## config.mk

```make
export PLATFORM = sky130hd
export DESIGN_NAME = salru_way_logic
export DESIGN_NICKNAME = d
export VERILOG_FILES = /design/src/rtl/core/set_assoc_tag_array_lru_unit_macros.svh /design/src/rtl/core/salru_pkg.sv /design/src/rtl/core/salru_way_logic.sv
export SDC_FILE = /design/constraint.sdc
export NUM_CORES = 1
export LEC_CHECK = 0
export ABC_AREA = 1
export BUFFER_PORTS_ARGS = -buffer_cell sky130_fd_sc_hd__clkbuf_2
export CAP_MARGIN = 10
export CORE_UTILIZATION = 30
export DETAILED_ROUTE_END_ITERATION = 10
export PLACE_DENSITY = 0.68
export SLEW_MARGIN = 20
export SYNTH_ARGS = -nofsm -noshare
export SYNTH_HDL_FRONTEND = slang
export SYNTH_SLANG_ARGS = --single-unit
export TNS_END_PERCENT = 100
```

## constraint.sdc

```tcl
create_clock -name vclk -period 4.15
set_input_delay 0.2075 -clock vclk [all_inputs]
set_output_delay 0.2075 -clock vclk [all_outputs]
set_load 0.05 [all_outputs]
```

## src/rtl/core/set_assoc_tag_array_lru_unit_macros.svh

```systemverilog
// ----------------------------------------------------------------------------
// set_assoc_tag_array_lru_unit_macros.svh
// assertion macros used by the tag array rtl
// ----------------------------------------------------------------------------
`ifndef SET_ASSOC_TAG_ARRAY_LRU_UNIT_MACROS_SVH
`define SET_ASSOC_TAG_ARRAY_LRU_UNIT_MACROS_SVH

// same-cycle check, off while in reset
`define SALRU_CHECK(label, ante, cons, msg) \
    label: assert property (@(posedge clk) disable iff (!rst_n) (ante) |-> (cons)) \
        else $error(msg);

// next-cycle check, off while in reset
`define SALRU_CHECK_NEXT(label, ante, cons, msg) \
    label: assert property (@(posedge clk) disable iff (!rst_n) (ante) |=> (cons)) \
        else $error(msg);

`endif

```

## src/rtl/core/salru_pkg.sv

```systemverilog
// ----------------------------------------------------------------------------
// salru_pkg
// transaction types and command codes of the set-associative tag array
// ----------------------------------------------------------------------------
`default_nettype none

package salru_pkg;

    // command codes
    localparam logic CMD_LOOKUP = 1'b0;
    localparam logic CMD_FILL   = 1'b1;

    // request transaction
    typedef struct packed {
        logic        cmd;
        logic [31:0] addr;
    } salru_req_t;

    // response transaction
    typedef struct packed {
        logic       hit;
        logic [1:0] way;
    } salru_rsp_t;

endpackage

`default_nettype wire

```

## src/rtl/core/salru_way_logic.sv

```systemverilog
// ----------------------------------------------------------------------------
// salru_way_logic
// tag compare, victim choice and age update for one set
// ----------------------------------------------------------------------------
`default_nettype none

module salru_way_logic
    import salru_pkg::*;
#(
    parameter int WAYS     = 4,
    parameter int AGE_BITS = 8,
    parameter int TAG_BITS = 20,
    parameter int WAY_W    = 2
) (
    input  logic                     cmd,
    input  logic [TAG_BITS-1:0]      tag,
    input  logic [WAYS-1:0]          valid,
    input  logic [WAYS*AGE_BITS-1:0] age,
    input  logic [WAYS*TAG_BITS-1:0] tags,
    output logic [WAYS-1:0]          new_valid,
    output logic [WAYS*AGE_BITS-1:0] new_age,
    output logic [WAYS*TAG_BITS-1:0] new_tags,
    output salru_rsp_t               result
);

    localparam int LVLS = $clog2(WAYS);
    localparam int P    = 1 << LVLS;
    localparam logic [AGE_BITS-1:0] AGE_MAX = '1;

    logic [AGE_BITS-1:0] t_age [LVLS+1][P];
    logic [WAY_W-1:0]    t_idx [LVLS+1][P];
    logic                hit_found;
    logic [WAY_W-1:0]    hit_idx;
    logic                inv_found;
    logic [WAY_W-1:0]    inv_idx;
    logic                lookup_hit;
    logic [WAY_W-1:0]    target;

    // lowest matching way and lowest invalid way
    always_comb
    begin
        hit_found = 1'b0;
        hit_idx   = '0;
        inv_found = 1'b0;
        inv_idx   = '0;
        for (int i = 0; i < WAYS; i++)
        begin
            if (!hit_found && valid[i] && (tags[i*TAG_BITS +: TAG_BITS] == tag))
            begin
                hit_found = 1'b1;
                hit_idx   = WAY_W'(i);
            end
            if (!inv_found && !valid[i])
            begin
                inv_found = 1'b1;
                inv_idx   = WAY_W'(i);
            end
        end
    end

    // oldest way, pairwise tree, lower index wins ties
    always_comb
    begin
        for (int l = 0; l <= LVLS; l++)
        begin
            for (int k = 0; k < P; k++)
            begin
                t_age[l][k] = '0;
                t_idx[l][k] = '0;
            end
        end
        for (int k = 0; k < WAYS; k++)
        begin
            t_age[0][k] = age[k*AGE_BITS +: AGE_BITS];
            t_idx[0][k] = WAY_W'(k);
        end
        for (int l = 0; l < LVLS; l++)
        begin
            for (int k = 0; k < P / 2; k++)
            begin
                if (k < (P >> (l + 1)))
                begin
                    if (t_age[l][2*k+1] > t_age[l][2*k])
                    begin
                        t_age[l+1][k] = t_age[l][2*k+1];
                        t_idx[l+1][k] = t_idx[l][2*k+1];
                    end
                    else
                    begin
                        t_age[l+1][k] = t_age[l][2*k];
                        t_idx[l+1][k] = t_idx[l][2*k];
                    end
                end
            end
        end
    end

    assign lookup_hit = (cmd == CMD_LOOKUP) && hit_found;

    always_comb
    begin
        if (lookup_hit)
        begin
            target = hit_idx;
        end
        else if (inv_found)
        begin
            target = inv_idx;
        end
        else
        begin
            target = t_idx[LVLS][0];
        end
    end

    // allocate on miss or fill, age the whole set, clear the touched way
    always_comb
    begin
        new_valid = valid;
        new_tags  = tags;
        for (int i = 0; i < WAYS; i++)
        begin
            if (WAY_W'(i) == target)
            begin
                new_age[i*AGE_BITS +: AGE_BITS] = '0;
                if (!lookup_hit)
                begin
                    new_valid[i]                    = 1'b1;
                    new_tags[i*TAG_BITS +: TAG_BITS] = tag;
                end
            end
            else if (age[i*AGE_BITS +: AGE_BITS] == AGE_MAX)
            begin
                new_age[i*AGE_BITS +: AGE_BITS] = AGE_MAX;
            end
            else
            begin
                new_age[i*AGE_BITS +: AGE_BITS] = age[i*AGE_BITS +: AGE_BITS] + 1'b1;
            end
        end
    end

    assign result.hit = lookup_hit;
    assign result.way = 2'(target);

endmodule

`default_nettype wire

```

Yosys cells after proc, flatten, opt, wreduce, memory -nomap -nowiden
Index checks and enable logic that the tools add are counted.

operators by class
  add/sub/neg operators = 4
  order comparisons = 3
  equality and inequality tests = 11
  mux-type cells = 45
  bitwise operators = 1
  reduce and logical (&&, ||, !) cells = 20

operators by type and width
  kind                                          count
  two-way mux 20 bit                            8
  == test 20 bit                                4
  two-way mux 8 bit                             10
  adder 8 x 1 -> 8 bit, second input constant   4
  == test 8 bit, second input constant          4
  > comparator 8 bit                            3
  two-way mux 1 bit                             20
  two-way mux 2 bit                             7
  logical AND 1 bit                             11
  zero test 1 bit                               8
  == test 2 bit, first input constant           2
  == test 1 x 2 -> 1 bit, first input constant  1
  zero test 2 bit                               1
  inverter 1 bit                                1

word-level totals
  register bits after elaboration = 0
  input port bits = 137

Logic depth before layout (Yosys ltp)
Gate-level depths: netlist (run 1).

  depth after elaboration = 19
  mapped depth = 24
  depth with buffers taken out = 23

Worst setup path after synthesis (run 1)
OpenSTA, ideal clock, no wires.

  path kind = input to output
  start = input port age[7]
  end = output port new_age[0]
  data arrival time = 3.801 ns
  required time = 3.943 ns
  slack = 0.141 ns
  cell stages on the path = 19
  buffers on the path = 2
  cell sequence = inv_1 > ha_1 > nand2_1 > o21a_1 > a21oi_1 > clkbuf_1 > o21ai_0 > ha_1 > nand2_1 > nor2_1 > nand4_1 > nand2_1 > nand2_1 > nand3_1 > nand2_4 > nand2_2 > nor2_4 > buf_6 > a21oi_1

RTL lines
  what             RTL line               RTL
  start, declared  salru_way_logic.sv:18  input logic [WAYS*AGE_BITS-1:0] age,
  end, declared    salru_way_logic.sv:21  output logic [WAYS*AGE_BITS-1:0] new_age,

Worst setup path in the final report (run 1)
  start = input port age[21]
  end = output port new_age[15]

between the ends
  cells in the longest elaborated chain, start to end = 8
  elaborated cells between the ends (all ways) = 9
  classes of those cells = order compare (2); eq/ne (1); mux (6)

ends and longest elaborated chain
  what                        RTL line                RTL
  > comparator 8 bit          salru_way_logic.sv:83   if (t_age[l][2*k+1] > t_age[l][2*k])
  two-way mux 8 bit           salru_way_logic.sv:83
  > comparator 8 bit          salru_way_logic.sv:83
  two-way mux 2 bit (*)       salru_way_logic.sv:83
  two-way mux 2 bit (*)       salru_way_logic.sv:106  else if (inv_found)
  two-way mux 2 bit (*)       salru_way_logic.sv:102  if (lookup_hit)
  == test 1 x 2 -> 1 bit (*)  salru_way_logic.sv:123  if (WAY_W'(i) == target)
  two-way mux 8 bit (*)       salru_way_logic.sv:123

Mark *: on every way between the ends. The rest lies on a longest branch, timed or not.

==> results of run 1 <==
## cells by family (layout without fill, tap and decap cells)
kind of cell,count (synthesis),in the layout
buf+inv,183,436
fa+ha+maj,28,28
simple gates,790,790
compound gates,85,85
xor+xnor,16,16
## through the flow
stage | power, W | worst slack (ns)
3_3_place_gp | 0.00118 | 0.171
3_5_place_dp | 0.00119 | 0.145
2_1_floorplan | 0.000822 | 0.141
5_1_grt | 0.00134 | 0.0140
6_report | 0.00124 | 0.306
4_1_cts | 0.00119 | 0.125
## tightest hold or removal path, stage by stage
cell and delay [ns]:
sky130_fd_sc_hd__clkbuf_2 0.10, sky130_fd_sc_hd__nand2_1 0.06, sky130_fd_sc_hd__nand2_1 0.06, sky130_fd_sc_hd__buf_6 0.15
## routing by layer
layer | routed length, um | global-route usage
met5 | 0 | 0
met4 | 774 | 0.0780
met3 | 1320 | 0.0107
met2 | 11500 | 0.494
met1 | 9930 | 0.325
## power by group
part	total, W	switching, W	leakage, nW	internal (W)
clock network	0	0	0	0
registers	0	0	0	0
logic	0.00124	0.000893	4.41	0.000347
## Yosys cell counts (3+ instances only)
cell type,n,area share
sky130_fd_sc_hd__o21ai_0,46,0.047
sky130_fd_sc_hd__or2_2,6,0.0077
sky130_fd_sc_hd__inv_2,21,0.016
sky130_fd_sc_hd__nor3_1,10,0.010
sky130_fd_sc_hd__a21oi_1,32,0.033
sky130_fd_sc_hd__buf_2,10,0.010
sky130_fd_sc_hd__clkbuf_1,7,0.0054
sky130_fd_sc_hd__nand2_2,3,0.0038
sky130_fd_sc_hd__xnor2_1,9,0.016
sky130_fd_sc_hd__nand3_1,34,0.035
sky130_fd_sc_hd__buf_6,6,0.014
sky130_fd_sc_hd__nand2_1,547,0.42
sky130_fd_sc_hd__xor2_1,7,0.012
sky130_fd_sc_hd__nand4_1,39,0.050
sky130_fd_sc_hd__nor2_1,137,0.10
sky130_fd_sc_hd__ha_1,28,0.071
sky130_fd_sc_hd__inv_1,136,0.10
## final cells by class
class              instances  area (sq um)  area share
repair buffers           279          1670       0.249
multi-input cells        919          4180       0.623
well taps                216           270      0.0403
inverters                157           589      0.0879
## path summary, 6_finish.rpt
kind | from | endpoint | slack [ns]
hold / removal | tags[31] | new_tags[31] | 0.79
setup / recovery | age[21] | new_age[15] | 0.31
## timing repair
action / 4_1_cts / 5_1_grt
gates resized for setup: 0 / 88
hold buffers: 0 / 0
hold endpoints to repair: 0 / 0
setup buffers: 0 / 5
setup endpoints to repair: 0 / 109
==> results.json, run 1 <==
{
  "grt_pass1_wl_um": 34500,
  "crit_family": "buffers and inverters",
  "syn-cell-area_sq_um": 4910,
  "gr-total-overflow": 0,
  "final_setup_vio_count": 0,
  "relSlewSlack": 0.538,
  "fmax_mhz": 260,
  "arrival_ns": 3.64,
  "layout.filler_cells": 1908,
  "die_area_sq_um": 16900,
  "fin_util": 0.421,
  "synth-simple-area-share": 0.653,
  "chipWidth_um": 130,
  "drt_first_pass_iters": 5,
  "synth_top_family_by_area": "simple AND/OR/NAND/NOR gates",
  "final_layout_size_suffix_gt1_frac": 0.238,
  "ys_types": 34,
  "sequential_cell_total": 0,
  "crit_fanout": 16,
  "critical_path_class": "input port to primary output",
  "antenna_cells_inserted": 0,
  "fp.coreArea_sq_um": 15900,
  "layout.cells.non_filler": 1571,
  "drt-wirelength-per-cell_um": 15.0,
  "dr.first_iter.drc_count": 504,
  "slowest_delay_ns": 0.30,
  "post_synth_xor_area_fraction": 0.0286,
  "synth.area.mux_share": 0,
  "detail_route.vias_per_cell": 4.86,
  "min_path_cells": 4,
  "holdWs_ns": 0.787,
  "min_period_over_period": 0.926,
  "start_util": 0.308,
  "powerDensity_nw_per_um2": 185,
  "crit_path_end_kind": "primary output",
  "synth_compound_area_frac": 0.0933,
  "rsz_0062_raised_after_global_routing": "no",
  "die_h_um": 130,
  "routed_wirelength_um": 23500,
  "critical_path_cell_count": 24,
  "timing.setup.tns_ns": 0,
  "antenna_violating_nets_post_route": 0,
  "layout.cells.most_common": "sky130_fd_sc_hd__nand2_1",
  "areaGrowthSynthToFinish_pct": 36.7,
  "post_synthesis_instance_total": 1102,
  "drv_cap": 0,
  "synthAdderAreaFrac": 0.0714,
  "synth.yosys.warnings": 0,
  "fin_area_sq_um": 6710,
  "path_buf_inv": 7,
  "placement_rows": 46,
  "syn-num-nets": 1267,
  "worst_ir_drop_vdd_uv": 88.6,
  "nets": 1522,
  "crit_top_cell": "sky130_fd_sc_hd__nand2_1",
  "timing.final.hold_violations": 0,
  "pin_count": 256,
  "worst_pin_slew_ns": 0.687,
  "crit_slowest_cell": "sky130_fd_sc_hd__ha_1",
  "fin_crit_ns": 3.84,
  "port-buffer-count": 256,
  "syn_avg_cell_area_sq_um": 4.45,
  "grt_max_degree": 29,
  "max_slew_violations": 0,
  "finalWeightedCongestion": 0.974,
  "place.detailed.instances": 1563,
  "crit_chain": "clkbuf_2, inv_1, ha_1, a21oi_1, nor2_1, nor3_2, a21boi_1, buf_4, o21ai_0, ha_1, a21oi_1, o21ai_0, nand2_1, nand2_1, nand3_1, nand2_1, nand3_1, nand2_4, buf_6, a21oi_4, buf_4, buf_6, nor2_1, buf_2",
  "hold_path_class": "input port to primary output",
  "synth-seq-area-share": 0,
  "data_required_time_of_the_worst_path_ns": 3.94,
  "clock_buffers": 0,
  "run_status": "finished clean",
  "mostFrequentLayoutCells": "sky130_fd_sc_hd__nand2_1 (547), sky130_fd_sc_hd__clkbuf_2 (224), sky130_fd_sc_hd__inv_1 (136), sky130_fd_sc_hd__nor2_1 (135), sky130_fd_sc_hd__o21ai_0 (44)",
  "place.detailed.hpwl_um": 19900,
  "critPathLaunchType": "input port",
  "place_area_sq_um": 6480,
  "via_count": 7631,
  "first_global_vias": 6796,
  "p_leak_nw": 4.41,
  "antenna_found_initial": 0,
  "layout.area.seq_sq_um": 0,
  "route.detailed.drc": 0,
  "globalRouteTotalUtil": 0.264
}
Power figures use the tool's default switching activity.
==> inputs of run 2 (changes only) <==
--- a/config.mk
+++ b/config.mk
@@ -8,6 +8,7 @@
 export ABC_AREA = 1
 export BUFFER_PORTS_ARGS = -buffer_cell sky130_fd_sc_hd__clkbuf_2
 export CAP_MARGIN = 10
+export CORE_MARGIN = 2
 export CORE_UTILIZATION = 30
 export DETAILED_ROUTE_END_ITERATION = 10
 export PLACE_DENSITY = 0.68
==> results.json, run 2 (synthesized netlist as in run 1, its figures left out) <==
{
  "run_status": "finished clean",
  "crit_path_end_kind": "primary output",
  "port-buffer-count": 256,
  "nets": 1522,
  "grt_pass1_wl_um": 35900,
  "clock_buffers": 0,
  "crit_slowest_cell": "sky130_fd_sc_hd__ha_1",
  "chipWidth_um": 132,
  "worst_ir_drop_vdd_uv": 85.9,
  "path_buf_inv": 5,
  "crit_fanout": 17,
  "antenna_cells_inserted": 0,
  "antenna_violating_nets_post_route": 0,
  "mostFrequentLayoutCells": "sky130_fd_sc_hd__nand2_1 (547), sky130_fd_sc_hd__clkbuf_2 (242), sky130_fd_sc_hd__nor2_1 (137), sky130_fd_sc_hd__inv_1 (136), sky130_fd_sc_hd__o21ai_0 (46)",
  "globalRouteTotalUtil": 0.254,
  "drt-wirelength-per-cell_um": 14.8,
  "critical_path_cell_count": 22,
  "place.detailed.instances": 1567,
  "fmax_mhz": 258,
  "pin_count": 256,
  "crit_chain": "clkbuf_2, inv_1, ha_1, a21oi_1, nor2_1, nor3_1, a21boi_1, buf_4, o21ai_0, ha_1, a21oi_1, o21a_1, nand2_1, nand2_1, nand2_1, nand3_1, nand2_4, a21oi_4, buf_4, nand2_1, nand2_1, clkbuf_2",
  "fp.coreArea_sq_um": 15900,
  "worst_pin_slew_ns": 0.664,
  "placement_rows": 46,
  "hold_path_class": "input port to primary output",
  "grt_max_degree": 27,
  "finalWeightedCongestion": 0.998,
  "slowest_delay_ns": 0.30,
  "antenna_found_initial": 0,
  "final_setup_vio_count": 0,
  "critical_path_class": "input port to primary output",
  "hold_buf_count_cts": 0,
  "setup.worst_path.start": "age[21]",
  "layout.cells.non_filler": 1571,
  "first_global_vias": 7051,
  "die_h_um": 132,
  "crit_family": "simple AND/OR/NAND/NOR gates",
  "drt_first_pass_iters": 5,
  "gr-total-overflow": 0,
  "critPathLaunchType": "input port",
  "final_layout_size_suffix_gt1_frac": 0.236,
  "min_period_over_period": 0.933,
  "layout.cells.most_common": "sky130_fd_sc_hd__nand2_1",
  "relSlewSlack": 0.553,
  "layout.area.seq_sq_um": 0,
  "crit_top_cell": "sky130_fd_sc_hd__nand2_1",
  "die_area_sq_um": 17400,
  "areaGrowthSynthToFinish_pct": 33.8,
  "timing.final.hold_violations": 0,
  "max_slew_violations": 0,
  "place.detailed.hpwl_um": 20000,
  "detail_route.vias_per_cell": 4.85,
  "powerDensity_nw_per_um2": 183,
  "sequential_cell_total": 0,
  "fin_crit_ns": 3.87,
  "via_count": 7615,
  "fin_util": 0.412,
  "routed_wirelength_um": 23200,
  "data_required_time_of_the_worst_path_ns": 3.94,
  "route.detailed.drc": 0,
  "start_util": 0.308,
  "p_leak_nw": 4.37,
  "drv_cap": 0,
  "dr.first_iter.drc_count": 509,
  "arrival_ns": 3.66,
  "endpoint": "new_tags[29]"
}
[run 2: cell count changes in the layout (fill, tap and decap cells not counted), moves of 2 or more]
| cell | change |
|---|---|
| sky130_fd_sc_hd__buf_4 | -4 |
| sky130_fd_sc_hd__o21ai_0 | +2 |
| sky130_fd_sc_hd__clkbuf_16 | -2 |
| sky130_fd_sc_hd__nor2_1 | +2 |
| sky130_fd_sc_hd__o21ai_1 | -2 |
| sky130_fd_sc_hd__buf_6 | -12 |
| sky130_fd_sc_hd__clkbuf_2 | +18 |
| sky130_fd_sc_hd__nor2_2 | -2 |
[run 2: what timing repair did]
item / 4_1_cts / 5_1_grt
setup buffers: 0 / 4
endpoints found under the setup margin: 0 / 55
resized for setup: 0 / 16
[run 2: worst min-delay path by stage]
stage          slack [ns]  depth (start not counted)      from            to
4_1_cts              0.84                          4  tags[59]  new_tags[59]
6_report             0.82                          4   tags[4]   new_tags[4]
5_1_grt              0.85                          4   tags[2]   new_tags[2]
3_3_place_gp         0.84                          4  tags[59]  new_tags[59]
2_1_floorplan        0.69                          1    age[0]    new_age[0]
3_5_place_dp         0.84                          3   age[24]   new_age[24]
[run 2: layout make-up]
| class | instances | area [sq um] |
|---|---|---|
| Fill cell | 1915 | 9380 |
| Multi-Input combinational cell | 919 | 4160 |
| Timing Repair Buffer | 279 | 1540 |
| Inverter | 157 | 589 |
| Tap cell | 216 | 270 |
[run 2: worst min-delay path: cells and delay by family]
family        cells  cell delay, ns
buf+inv           2            0.30
simple gates      2            0.10
[run 2: metal layers]
metal,routed length [um],share of wire,GRT usage
met5,0,0,0
met4,926,0.040,0.0827
met2,11100,0.48,0.462
met3,1820,0.078,0.0308
met1,9390,0.40,0.308
[run 2: report_power, final]
| group | internal (W) | switching, W |
|---|---|---|
| clock network | 0 | 0 |
| logic | 0.000323 | 0.000881 |
| registers | 0 | 0 |
| total | 0.000323 | 0.000881 |
[run 2: through the flow]
stage                     total power, W  cell area, sq um  worst slack (ns)  TNS (ns)  hold slack, ns
after floorplan                 0.000822              4910             0.141         0           0.695
after global routing             0.00130              6560           -0.0220    -0.234           0.852
after detailed placement         0.00119              6510             0.267         0           0.843
after global placement           0.00118              6510             0.284         0           0.837
after CTS                        0.00119              6510             0.258         0           0.844
final                            0.00120              6560             0.279         0           0.824
==> inputs of run 3 (changes only) <==
--- a/config.mk
+++ b/config.mk
@@ -11,7 +11,9 @@
 export CORE_MARGIN = 2
 export CORE_UTILIZATION = 30
 export DETAILED_ROUTE_END_ITERATION = 10
+export GPL_TIMING_DRIVEN = 0
 export PLACE_DENSITY = 0.68
+export RECOVER_POWER = 50
 export SLEW_MARGIN = 20
 export SYNTH_ARGS = -nofsm -noshare
 export SYNTH_HDL_FRONTEND = slang
==> constraint.sdc (replaced) <==
create_clock -name vclk -period 3.6
set_input_delay 0.18 -clock vclk [all_inputs]
set_output_delay 0.18 -clock vclk [all_outputs]
set_load 0.05 [all_outputs]
==> results.json, run 3 (synthesized netlist as in run 1, its figures left out) <==
{
  "grt_max_degree": 11,
  "layout.cells.most_common": "sky130_fd_sc_hd__nand2_1",
  "die_area_sq_um": 17400,
  "mostFrequentLayoutCells": "sky130_fd_sc_hd__nand2_1 (501), sky130_fd_sc_hd__clkbuf_2 (167), sky130_fd_sc_hd__nor2_1 (126), sky130_fd_sc_hd__inv_1 (122), sky130_fd_sc_hd__nand2_2 (43)",
  "fin_crit_ns": 3.60,
  "slowest_delay_ns": 0.28,
  "layout.filler_cells": 1713,
  "p_leak_nw": 4.72,
  "fp.coreArea_sq_um": 15900,
  "min_period_over_period": 1.00,
  "dr.first_iter.drc_count": 549,
  "timing.final.hold_violations": 0,
  "drt_first_pass_iters": 5,
  "timing.setup.tns_ns": 0,
  "final_layout_size_suffix_gt1_frac": 0.335,
  "relSlewSlack": 0.551,
  "run_status": "finished clean",
  "nets": 1557,
  "final_setup_vio_count": 0,
  "worst_ir_drop_vdd_uv": 174,
  "hold_buf_count_cts": 0,
  "antenna_cells_inserted": 0,
  "place.detailed.hpwl_um": 21300,
  "crit_family": "simple AND/OR/NAND/NOR gates",
  "detail_route.vias_per_cell": 4.97,
  "crit_path_end_kind": "primary output",
  "crit_chain": "clkbuf_2, inv_2, ha_4, nand2_2, o21ai_2, nand2_2, a21oi_4, buf_6, nand2_1, o21ai_2, ha_4, a21oi_2, o21a_1, nand2_2, nand4_1, nand3_4, nand2_8, nand2_4, nor2_4, buf_6, buf_8, nand2_1, nand2_1, buf_6",
  "finalWeightedCongestion": 0.985,
  "fin_util": 0.497,
  "data_required_time_of_the_worst_path_ns": 3.42,
  "multi_input_area_sq_um": 4800,
  "drv_cap": 0,
  "min_path_cells": 4,
  "max_slew_violations": 0,
  "port-buffer-count": 255,
  "chipWidth_um": 132,
  "hold_path_class": "input port to primary output",
  "timing.hold.worst_endpoint": "new_tags[18]",
  "first_global_vias": 6972,
  "via_count": 7988,
  "crit_fanout": 8,
  "critPathLaunchType": "input port",
  "start_util": 0.308,
  "min_delay_startpoint": "tags[18]",
  "areaGrowthSynthToFinish_pct": 61.5,
  "grt_pass1_wl_um": 37500,
  "placement_rows": 46,
  "layout.area.seq_sq_um": 0,
  "drt-wirelength-per-cell_um": 16.7,
  "gr-total-overflow": 0,
  "antenna_found_initial": 0,
  "antenna_violating_nets_post_route": 0,
  "crit_slowest_cell": "sky130_fd_sc_hd__ha_4",
  "sequential_cell_total": 0,
  "pin_count": 256,
  "arrival_ns": 3.42,
  "critical_path_class": "input port to primary output",
  "routed_wirelength_um": 26800,
  "worst_pin_slew_ns": 0.668,
  "fmax_mhz": 278,
  "die_h_um": 132,
  "globalRouteTotalUtil": 0.270,
  "route.detailed.drc": 0,
  "path_buf_inv": 6,
  "clock_buffers": 0,
  "powerDensity_nw_per_um2": 220
}
[run 3: worst max-delay path by stage]
stage / from / endpoint / slack (ns) / cells after the start
global route: age[25] / new_tags[3] / -0.18 / 24
CTS: age[5] / new_tags[0] / 0.01 / 25
finish: age[3] / new_tags[1] / 0.0008 / 24
detailed placement: age[7] / new_tags[17] / -0.66 / 24
global placement: age[7] / new_tags[17] / -0.58 / 24
floorplan: age[19] / new_age[11] / 0.04 / 20
[run 3: timing repair]
action	4_1_cts	5_1_grt
buffers inserted	9	17
pin swaps	16	64
resized for setup	138	207
endpoints found under the setup margin	117	117
gates cloned	3	5
[run 3: cell type report]
cell class	count	share of cell area
Tap cell	216	0.0341
Multi-Input combinational cell	920	0.606
Timing Repair Buffer	288	0.256
Inverter	157	0.0769
Buffer	25	0.0272
[run 3: stage by stage]
| stage | std cells | hold slack, ns | power, W | instance area (sq um) | worst slack (ns) |
|---|---|---|---|---|---|
| after floorplan | 1102 | 0.505 | 0.000970 | 5010 | 0.0370 |
| after global placement | 1573 | 0.779 | 0.00137 | 6550 | -0.579 |
| after detailed placement | 1573 | 0.780 | 0.00138 | 6550 | -0.664 |
| after CTS | 1585 | 0.748 | 0.00151 | 7160 | 0.0132 |
| after global routing | 1606 | 0.739 | 0.00185 | 7920 | -0.177 |
| final | 1606 | 0.727 | 0.00174 | 7920 | 0.000840 |
[run 3: per-layer routing]
layer | vias to the layer above | part of all wire | track usage
met3 | 67 | 0.075 | 0.0277
met5 | - | 0 | 0
met2 | 426 | 0.48 | 0.485
met1 | 3516 | 0.41 | 0.339
li1 | 3979 | - | -
met4 | 0 | 0.035 | 0.0761
[run 3: power by group]
part | switching, W | total [W] | internal (W) | leakage, nW
clock | 0 | 0 | 0 | 0
sequential | 0 | 0 | 0 | 0
combinational | 0.00116 | 0.00174 | 0.000582 | 4.72
